## config.mk

```make
export PLATFORM = sky130hd
export DESIGN_NAME = julian_day_to_gregorian_date
export DESIGN_NICKNAME = d
export VERILOG_FILES = /design/src/rtl/core/jdg_pkg.sv /design/src/rtl/core/jdg_flow.sv /design/src/rtl/core/julian_day_to_gregorian_date.sv
export SDC_FILE = /design/constraint.sdc
export NUM_CORES = 2
export LEC_CHECK = 0
export BUFFER_PORTS_ARGS = -buffer_cell sky130_fd_sc_hd__buf_2
export CAP_MARGIN = 15
export CORE_ASPECT_RATIO = 0.75
export CORE_MARGIN = 3
export CORE_UTILIZATION = 55
export CTS_CLUSTER_SIZE = 28
export DETAILED_ROUTE_END_ITERATION = 10
export PLACE_DENSITY = 0.71
export SYNTH_ARGS = -nofsm -noshare
export SYNTH_HDL_FRONTEND = slang
export SYNTH_SLANG_ARGS = --single-unit
```

## constraint.sdc

```tcl
create_clock -name clk -period 10.45 [get_ports clk]
set_input_delay 2.09 -clock clk [delete_from_list [all_inputs] [get_ports clk]]
set_output_delay 2.09 -clock clk [all_outputs]
set_load 0.01 [all_outputs]
```

## src/rtl/core/jdg_pkg.sv

```systemverilog
package jdg_pkg;

  // Pipeline depth: input register, five working stages, result register.
  localparam int unsigned PIPE_DEPTH = 7;

  // Valid Gregorian window of Julian day numbers.
  localparam logic [22:0] JDN_FIRST = 23'd2299161;   // 1582-10-15
  localparam logic [22:0] JDN_LAST  = 23'd5373484;   // 9999-12-31

  // Century term: alpha = floor((4z - 7468865) / 146097), numerator below 2^24.
  localparam logic [24:0] ALPHA_OFFSET = 25'd7468865;
  localparam int unsigned ALPHA_SHIFT  = 42;
  localparam logic [24:0] ALPHA_RECIP  = 25'((64'd1 << ALPHA_SHIFT) / 64'd146097 + 64'd1);

  // b = z + 1 + alpha - alpha/4 + 1524
  localparam logic [22:0] B_OFFSET = 23'd1525;

  // Year term: c = floor((20b - 2442) / 7305), numerator below 2^27.
  localparam logic [26:0] C_OFFSET = 27'd2442;
  localparam int unsigned C_SHIFT  = 40;
  localparam logic [27:0] C_RECIP  = 28'((64'd1 << C_SHIFT) / 64'd7305 + 64'd1);

  // d = floor(1461 c / 4)
  localparam logic [10:0] D_MULT = 11'd1461;

  // Month term: e = floor(10000 y / 306001), y below 512.
  localparam int unsigned E_SHIFT = 30;
  localparam logic [25:0] E_RECIP = 26'((64'd10000 << E_SHIFT) / 64'd306001 + 64'd1);

  localparam logic [13:0] YEAR_OFS_LATE  = 14'd4716;
  localparam logic [13:0] YEAR_OFS_EARLY = 14'd4715;

  // Handshake control shared between the flow controller and the datapath.
  typedef struct packed {
    logic [PIPE_DEPTH-1:0] en;   // stage loads this cycle
    logic [PIPE_DEPTH-1:0] vld;  // stage holds a word
  } flow_t;

  // floor(30.6001 * e) for e in 0..15.
  function automatic logic [8:0] month_days(input logic [3:0] e);
    logic [8:0] r;
    unique case (e)
      4'd0:    r = 9'd0;
      4'd1:    r = 9'd30;
      4'd2:    r = 9'd61;
      4'd3:    r = 9'd91;
      4'd4:    r = 9'd122;
      4'd5:    r = 9'd153;
      4'd6:    r = 9'd183;
      4'd7:    r = 9'd214;
      4'd8:    r = 9'd244;
      4'd9:    r = 9'd275;
      4'd10:   r = 9'd306;
      4'd11:   r = 9'd336;
      4'd12:   r = 9'd367;
      4'd13:   r = 9'd397;
      4'd14:   r = 9'd428;
      default: r = 9'd459;
    endcase
    return r;
  endfunction

endpackage

```

## src/rtl/core/jdg_flow.sv

```systemverilog
module jdg_flow (
  input  logic           clk,
  input  logic           rst_n,
  input  logic           in_valid,
  input  logic           out_ready,
  output jdg_pkg::flow_t flow
);
  import jdg_pkg::*;

  logic [PIPE_DEPTH-1:0] en;
  logic [PIPE_DEPTH-1:0] vld_r;
  logic [PIPE_DEPTH-1:0] vld_nxt;

  // A stage loads when it is empty or its successor loads (bubbles collapse).
  assign en[PIPE_DEPTH-1] = !vld_r[PIPE_DEPTH-1] || out_ready;

  for (genvar k = 0; k < PIPE_DEPTH - 1; k++) begin : g_en
    assign en[k] = !vld_r[k] || en[k+1];
  end

  always_comb begin
    vld_nxt[0] = en[0] ? in_valid : vld_r[0];
    for (int unsigned k = 1; k < PIPE_DEPTH; k++) begin
      vld_nxt[k] = en[k] ? vld_r[k-1] : vld_r[k];
    end
  end

  always_ff @(posedge clk) begin
    if (!rst_n) begin
      vld_r <= '0;
    end else begin
      vld_r <= vld_nxt;
    end
  end

  assign flow.en  = en;
  assign flow.vld = vld_r;

endmodule

```

## src/rtl/core/julian_day_to_gregorian_date.sv

```systemverilog
// Channel | Dir | tdata fields (low bit up)                | tuser
// in_     | in  | day_number[22:0], pad[23]                | -
// out_    | out | day_of_month[4:0], month_of_year[8:5],   | range_error
//         |     | year_value[22:9], pad[23]                |
//
// Seven-stage pipeline, one word accepted per cycle unless out_tready stalls the
// output. The multiplier stages (reciprocal divides by 146097, 7305 and
// 306001/10000, and the 1461 product) set depth.
// rst_n (synchronous) empties every stage; payload registers are not reset.
// A stall on out_tready backs up stage by stage; in_tready drops only when
// every stage holds a word.
module julian_day_to_gregorian_date (
  input  logic        clk,
  input  logic        rst_n,
  input  logic        in_tvalid,
  output logic        in_tready,
  input  logic [23:0] in_tdata,   // [22:0] day_number, [23] zero pad
  output logic        out_tvalid,
  input  logic        out_tready,
  output logic [23:0] out_tdata,  // [4:0] day_of_month, [8:5] month_of_year,
                                  // [22:9] year_value, [23] zero pad
  output logic        out_tuser   // [0] range_error
);
  import jdg_pkg::*;

  flow_t flow;

  jdg_flow u_flow (
    .clk       (clk),
    .rst_n     (rst_n),
    .in_valid  (in_tvalid),
    .out_ready (out_tready),
    .flow      (flow)
  );

  assign in_tready = flow.en[0];

  // ---------------- stage 1: input register ----------------
  logic [22:0] s1_z_r;

  always_ff @(posedge clk) begin
    if (flow.en[0]) begin
      s1_z_r <= in_tdata[22:0];
    end
  end

  // ---------------- stage 2: range check, alpha product ----------------
  logic        s2_err_nxt;
  logic [23:0] s2_num;
  logic [48:0] s2_prod_nxt;
  logic [22:0] s2_z_r;
  logic        s2_err_r;
  logic [48:0] s2_prod_r;

  always_comb begin
    s2_err_nxt  = (s1_z_r < JDN_FIRST) || (s1_z_r > JDN_LAST);
    // 4z - 7468865; wraps only for out-of-range input, which is masked
    s2_num      = 24'({s1_z_r, 2'b00} - ALPHA_OFFSET);
    s2_prod_nxt = 49'(s2_num) * 49'(ALPHA_RECIP);
  end

  always_ff @(posedge clk) begin
    if (flow.en[1]) begin
      s2_z_r    <= s1_z_r;
      s2_err_r  <= s2_err_nxt;
      s2_prod_r <= s2_prod_nxt;
    end
  end

  // ---------------- stage 3: b = z + 1 + alpha - alpha/4 + 1524 ----------------
  logic [6:0]  s3_alpha;
  logic [22:0] s3_b_nxt;
  logic [22:0] s3_b_r;
  logic        s3_err_r;

  always_comb begin
    s3_alpha = s2_prod_r[ALPHA_SHIFT +: 7];
    s3_b_nxt = s2_z_r + 23'(s3_alpha) - 23'(s3_alpha >> 2) + B_OFFSET;
  end

  always_ff @(posedge clk) begin
    if (flow.en[2]) begin
      s3_b_r   <= s3_b_nxt;
      s3_err_r <= s2_err_r;
    end
  end

  // ---------------- stage 4: c product ----------------
  logic [26:0] s4_num;
  logic [54:0] s4_prod_nxt;
  logic [54:0] s4_prod_r;
  logic [22:0] s4_b_r;
  logic        s4_err_r;

  always_comb begin
    // 20b - 2442 as (16b + 4b) - 2442
    s4_num      = 27'({s3_b_r, 4'b0000}) + 27'({s3_b_r, 2'b00}) - C_OFFSET;
    s4_prod_nxt = 55'(s4_num) * 55'(C_RECIP);
  end

  always_ff @(posedge clk) begin
    if (flow.en[3]) begin
      s4_prod_r <= s4_prod_nxt;
      s4_b_r    <= s3_b_r;
      s4_err_r  <= s3_err_r;
    end
  end

  // ---------------- stage 5: c, y = b - floor(1461c/4) ----------------
  logic [14:0] s5_c_nxt;
  logic [25:0] s5_d_prod;
  logic [8:0]  s5_y_nxt;
  logic [14:0] s5_c_r;
  logic [8:0]  s5_y_r;
  logic        s5_err_r;

  always_comb begin
    s5_c_nxt  = s4_prod_r[C_SHIFT +: 15];
    s5_d_prod = 26'(s5_c_nxt) * 26'(D_MULT);
    // b - d stays below 490 in range
    s5_y_nxt  = 9'(s4_b_r - s5_d_prod[24:2]);
  end

  always_ff @(posedge clk) begin
    if (flow.en[4]) begin
      s5_c_r   <= s5_c_nxt;
      s5_y_r   <= s5_y_nxt;
      s5_err_r <= s4_err_r;
    end
  end

  // ---------------- stage 6: e product ----------------
  logic [34:0] s6_prod_nxt;
  logic [34:0] s6_prod_r;
  logic [14:0] s6_c_r;
  logic [8:0]  s6_y_r;
  logic        s6_err_r;

  assign s6_prod_nxt = 35'(s5_y_r) * 35'(E_RECIP);

  always_ff @(posedge clk) begin
    if (flow.en[5]) begin
      s6_prod_r <= s6_prod_nxt;
      s6_c_r    <= s5_c_r;
      s6_y_r    <= s5_y_r;
      s6_err_r  <= s5_err_r;
    end
  end

  // ---------------- stage 7: day, month, year; result register ----------------
  logic [3:0]  s7_e;
  logic [3:0]  s7_month;
  logic [4:0]  out_day_nxt;
  logic [3:0]  out_month_nxt;
  logic [13:0] out_year_nxt;
  logic [4:0]  out_day_r;
  logic [3:0]  out_month_r;
  logic [13:0] out_year_r;
  logic        out_err_r;

  always_comb begin
    s7_e     = s6_prod_r[E_SHIFT +: 4];
    // E up to 13 -> E-1 (Mar..Dec), 14 and 15 -> Jan, Feb
    s7_month = (s7_e <= 4'd13) ? 4'(s7_e - 4'd1) : 4'(s7_e - 4'd13);
    if (s6_err_r) begin
      out_day_nxt   = '0;
      out_month_nxt = '0;
      out_year_nxt  = '0;
    end else begin
      out_day_nxt   = 5'(s6_y_r - month_days(s7_e));
      out_month_nxt = s7_month;
      out_year_nxt  = (s7_month > 4'd2) ? 14'(s6_c_r - 15'(YEAR_OFS_LATE))
                                        : 14'(s6_c_r - 15'(YEAR_OFS_EARLY));
    end
  end

  always_ff @(posedge clk) begin
    if (flow.en[6]) begin
      out_day_r   <= out_day_nxt;
      out_month_r <= out_month_nxt;
      out_year_r  <= out_year_nxt;
      out_err_r   <= s6_err_r;
    end
  end

  assign out_tvalid = flow.vld[PIPE_DEPTH-1];
  assign out_tdata  = {1'b0, out_year_r, out_month_r, out_day_r};
  assign out_tuser  = out_err_r;

endmodule

```

## Word-level counts from Yosys, hierarchy flattened

Memories as Yosys holds them, arrays and structs flattened. A register that Yosys moved wholly into a read port is not among the register bits.
Cells that the tools add are included.

- Flip-flop bits (word level): 289
- ROM bits: 144
- Input bits: 28
- Output and inout bits: 27
- Logic and storage cells: 67
- Memories kept: 1

Memories:

| name | words | bits a word | rd ports | clocked after memory_dff | wr ports | line | RTL |
|---|---|---|---|---|---|---|---|
| (name not given) | 16 | 9 | 1 | 1 | 0 | jdg_pkg.sv:42 | `unique case (e)` |

- $add $sub $neg: 12
- Multiply operators: 4
- Order comparisons: 4
- Muxes and demuxes: 4
- Reduce and logical (&&, ||, !) cells: 15

Operator list:

| operator | number |
|---|---|
| $mul A27 B28 Y55 const B | 1 |
| $mul A24 B24 Y48 const B | 1 |
| $mul A9 B22 Y30 const B | 1 |
| $sub A14 B13 Y14 const B | 2 |
| $add A27 B25 Y27 | 1 |
| $sub A27 B12 Y27 const B | 1 |
| $sub A24 B23 Y24 const B | 1 |
| $add A23 B11 Y23 const B | 1 |
| $add A23 B7 Y23 | 1 |
| $gt A23 B23 Y1 const B | 1 |
| $lt A23 B22 Y1 const B | 1 |
| $sub A23 B5 Y23 | 1 |
| $mul A15 B11 Y11 const B | 1 |
| $mux W14 | 1 |
| $sub A9 B9 Y9 | 1 |
| $logic_or A1 B1 Y1 | 8 |
| $mux W4 | 2 |
| $logic_not A1 Y1 | 7 |
| $mux W5 | 1 |
| $sub A5 B5 Y5 | 1 |
| $gt A4 B2 Y1 const B | 1 |
| $le A4 B4 Y1 const B | 1 |
| $sub A4 B1 Y4 const B | 1 |
| $sub A4 B4 Y4 const B | 1 |

## Logic depth before layout (Yosys ltp)

- Depth in word-level cells: 8
- Depth in mapped cells: 38

## Modules after synthesis

A second synthesis with hierarchy kept.

- Cell total of the unflattened synthesis: 3196
- Area total of the unflattened synthesis: 33861.2 µm²

Modules (own cells, without submodules):

| module | instances | cells each | area each (µm²) | sequential area each (µm²) |
|---|---|---|---|---|
| julian_day_to_gregorian_date | 1 | 3165 | 33572.2 | 5325.1 |
| jdg_flow | 1 | 31 | 289.0 | 140.1 |

## Worst setup path after synthesis

OpenSTA, ideal clock, no wires.

- Path type: reg-to-reg
- Start: register s3_b_r[0]
- End: register s4_prod_r[53] (data pin)
- Arrival: 9130 ps
- Required time: 10190 ps
- Setup slack: 1060 ps
- Stages on the path, launching flop included: 36
- Path buffers: 1
- Period minus slack after synthesis: 9390 ps
- Cell sequence: edfxtp_1 clkbuf_1 inv_1 ha_1 inv_1 ha_1 a21oi_1 nor2_1 o31ai_2 a2111oi_4 nor3_2 a21oi_2 o41a_4 xor2_4 inv_4 fa_1 inv_1 fa_1 fa_1 fa_1 fa_1 fa_1 inv_1 fa_1 inv_1 ha_1 nand4_1 nor2_1 a221oi_1 o21ai_0 o31ai_2 a41oi_1 a21o_1 a21oi_1 o21ai_0 xnor2_1

- Longest elaborated chain between the ends: 3

Ends and longest elaborated chain:

| item | line | RTL |
|---|---|---|
| start: declaration | julian_day_to_gregorian_date.sv:73 | `logic [22:0] s3_b_r;` |
| start signal: assignment | julian_day_to_gregorian_date.sv:83 | `s3_b_r <= s3_b_nxt;` |
| $add A27 B25 Y27 | julian_day_to_gregorian_date.sv:97 | `s4_num = 27'({s3_b_r, 4'b0000}) + 27'({s3_b_r, 2'b00}) - C_OFFSET;` |
| $sub A27 B12 Y27 | julian_day_to_gregorian_date.sv:97 |  |
| $mul A27 B28 Y55 | julian_day_to_gregorian_date.sv:98 | `s4_prod_nxt = 55'(s4_num) * 55'(C_RECIP);` |
| net s4_prod_nxt[53] | julian_day_to_gregorian_date.sv:90 | `logic [54:0] s4_prod_nxt;` |
| end signal: assignment | julian_day_to_gregorian_date.sv:103 | `s4_prod_r <= s4_prod_nxt;` |
| end: declaration | julian_day_to_gregorian_date.sv:91 | `logic [54:0] s4_prod_r;` |

The timed path passes the listed nets, and every way through them passes these cells.
A chain may end at the register's enable or synchronous reset.

## Worst setup path in the final report

- Start: register s3_b_r[6]
- End: register s4_prod_r[53] (data pin)

Same word-level chain as after synthesis.

==> flow_metrics.tcl <==
set metrics [dict create \
    run_status "completed" \
    antennaDiodeCount 0 \
    grt.overflow.total 0 \
    worst_setup_path_start_kind "register" \
    hpwlAfterDp_mm 65.3 \
    cts-hold-fix-buffers 0 \
    postSynthRegisterBits 186 \
    number_of_global_route_vias_before_repair 24099 \
    timing.critical_path.mode_cell "sky130_fd_sc_hd__fa_1" \
    unrepaired_setup_endpoints_after_global_routing "false" \
    cts_tree "done" \
    slew_viol_final 0 \
    finalSetupViolations 0 \
    drive_gt1_frac 0.0525 \
    synth.yosys.seq_area_share 0.163 \
    drt_pre_antenna_iters 5 \
    port_buffers 52 \
    routed_wire_length_per_instance_um 18.1 \
    die_boundary_width_um 291 \
    synthArstFlopShare 0 \
    htreeDepth 4 \
    postRouteWirelength_mm 73.4 \
    clkSlewWorstSetupHoldPaths_ns 0.08 \
    timing.reg2reg.setup_slack_ns 0.56 \
    gp_routability_congestion 0.960 \
    synth.yosys.warnings 0 \
    drc_errors 0 \
    critPathKind "reg2reg" \
    synth_nets 4396 \
    critical_path_peak_fanout 6 \
    syn-cell-area_um2 33500 \
    grt_antenna_before_repair 1 \
    final_antenna_net_count 0 \
    cp-end-kind "register" \
    fmax_mhz 101 \
    slowest_delay_ns 0.58 \
    die_height_um 220 \
    cts_buffers 17 \
    worstPathArrival_ns 10.09 \
    worst-path-buf-inv 6 \
    grtUsageTotal 0.246 \
    min_clock_period_post_route_ns 9.89 \
    cts.sink_count 186 \
    worst_slew_pin_slew_ns 1.04 \
    die_area_um2 64000 \
    clk-insertion-delay-late_ns 0.44 \
    totalNegativeSetupSlack_ns 0 \
    worst_clock_skew_ns 0.0139 \
    cts_max_path_buffers 2 \
    synthFlopType "sky130_fd_sc_hd__edfxtp_1" \
    worst_slew_margin_rel 0.302 \
    worst_hold_path_type "reg2reg" \
    layout.cells.most_common_list "sky130_fd_sc_hd__inv_1, sky130_fd_sc_hd__ha_1, sky130_fd_sc_hd__fa_1, sky130_fd_sc_hd__edfxtp_1, sky130_fd_sc_hd__a21oi_1" \
    timing.critical_path.required_ns 10.64 \
    cap_violations 0 \
    cpMaxStageDelayCell "sky130_fd_sc_hd__fa_1" \
    syn-instance-count 3154 \
    commonest_non_fill_non_tap_cell_in_the_layout "sky130_fd_sc_hd__inv_1" \
    drt_first_iter_violations 1111 \
    floorplan.rows 77 \
    final_core_util 0.599 \
    vias_per_cell 5.31 \
    synth_area_per_cell_um2 10.6 \
    area_growth_syn_to_layout_pct 6.47 \
    period_share 0.947 \
    number_of_distinct_standard_cells_referenced_by_the_synthesized_netlist 84 \
    start_util 0.562 \
    cts-root-buf "sky130_fd_sc_hd__clkbuf_16" \
    placed_cells_incl_taps 4030 \
    design.final.nets 4503 \
    report.final.hold_viol_count 0 \
    grt_max_degree 32 \
    floorplan.core_area_um2 59600 \
    worst_path_dominant_cell_family "adder cells" \
    synth_enable_flop_cells 174 \
    ios 55 \
    final_instance_area_um2 35700 \
    grt_first_pass_wirelength_mm 124 \
    layoutNonFillerInstCount 4064 \
    detailed_place.area_um2 35100 \
    route.vias.total 21562 \
]
-- cell type report --
class,instances,area (um2)
Timing Repair Buffer,96,611
Tap cell,790,988
Multi-Input combinational cell,2007,24500
Fill cell,4834,23900
Clock buffer,17,425
Clock inverter,15,164
Inverter,953,3580
Sequential cell,186,5470
-- metal layers --
metal	vias up	track usage	part of all wire
li1	10216	-	-
met1	10722	0.337	0.45
met4	2	0.0438	0.015
met5	-	0	0.00018
met3	83	0.0663	0.075
met2	539	0.398	0.46
-- Yosys cell counts, types with 14 or more instances --
cell	instances	area (um2)
sky130_fd_sc_hd__a21o_1	67	503
sky130_fd_sc_hd__a21oi_1	100	500
sky130_fd_sc_hd__and3_1	14	87.6
sky130_fd_sc_hd__edfxtp_1	174	5230
sky130_fd_sc_hd__fa_1	532	10700
sky130_fd_sc_hd__ha_1	682	8530
sky130_fd_sc_hd__inv_1	951	3570
sky130_fd_sc_hd__nand2_1	57	214
sky130_fd_sc_hd__nand3_1	20	100
sky130_fd_sc_hd__nand4_1	16	100
sky130_fd_sc_hd__nor2_1	78	293
sky130_fd_sc_hd__nor2b_1	22	138
sky130_fd_sc_hd__nor3_1	28	140
sky130_fd_sc_hd__o21ai_0	55	275
sky130_fd_sc_hd__o21bai_1	19	143
sky130_fd_sc_hd__xnor2_1	96	841
sky130_fd_sc_hd__xor2_1	51	447
-- state kept, by name (all words and copies together), names as in the netlist, 8 cells and up, named ones only --
signal	cells
s5_c_r	14
s5_y_r	9
s3_b_r	23
s6_c_r	14
s1_z_r	23
s2_z_r	23
s4_prod_r	15
s4_b_r	8
out_year_r	14
-- kinds of logic after synthesis --
group | synth area share
XOR/XNOR | 0.0407
flip-flops | 0.163
buffers and inverters | 0.108
other | 0.000112
multiplexers | 0.00377
AND/OR/NAND/NOR | 0.0433
AO/OA/AOI/OAI | 0.0692
adder cells (fa/ha/maj) | 0.572
-- per-stage QoR --
stage	hold WS [ns]	worst slack, ns
CTS	0.423	0.344
floorplan	0.400	1.06
global placement	0.401	0.492
detailed placement	0.405	0.437
finish	0.421	0.556
global route	0.428	0.0297
-- final timing paths --
kind                        from                       to  depth (start not counted)
max reg2reg  s3_b_r[6]$_DFFE_PP_  s4_prod_r[53]$_DFFE_PP_                         34
max          s3_b_r[6]$_DFFE_PP_  s4_prod_r[53]$_DFFE_PP_                         34
min          s5_c_r[2]$_DFFE_PP_      s6_c_r[2]$_DFFE_PN_                          0
min reg2reg  s5_c_r[2]$_DFFE_PP_      s6_c_r[2]$_DFFE_PN_                          0
-- what timing repair did --
| item | 4_1_cts | 5_1_grt |
|---|---|---|
| endpoints found under the setup margin | 0 | 3 |
| buffers inserted | 0 | 1 |
| gates resized for setup | 0 | 2 |
Power is left out: the tool's default activity adds up to more than one toggle a clock period on the data nets, which glitch-free logic cannot reach.
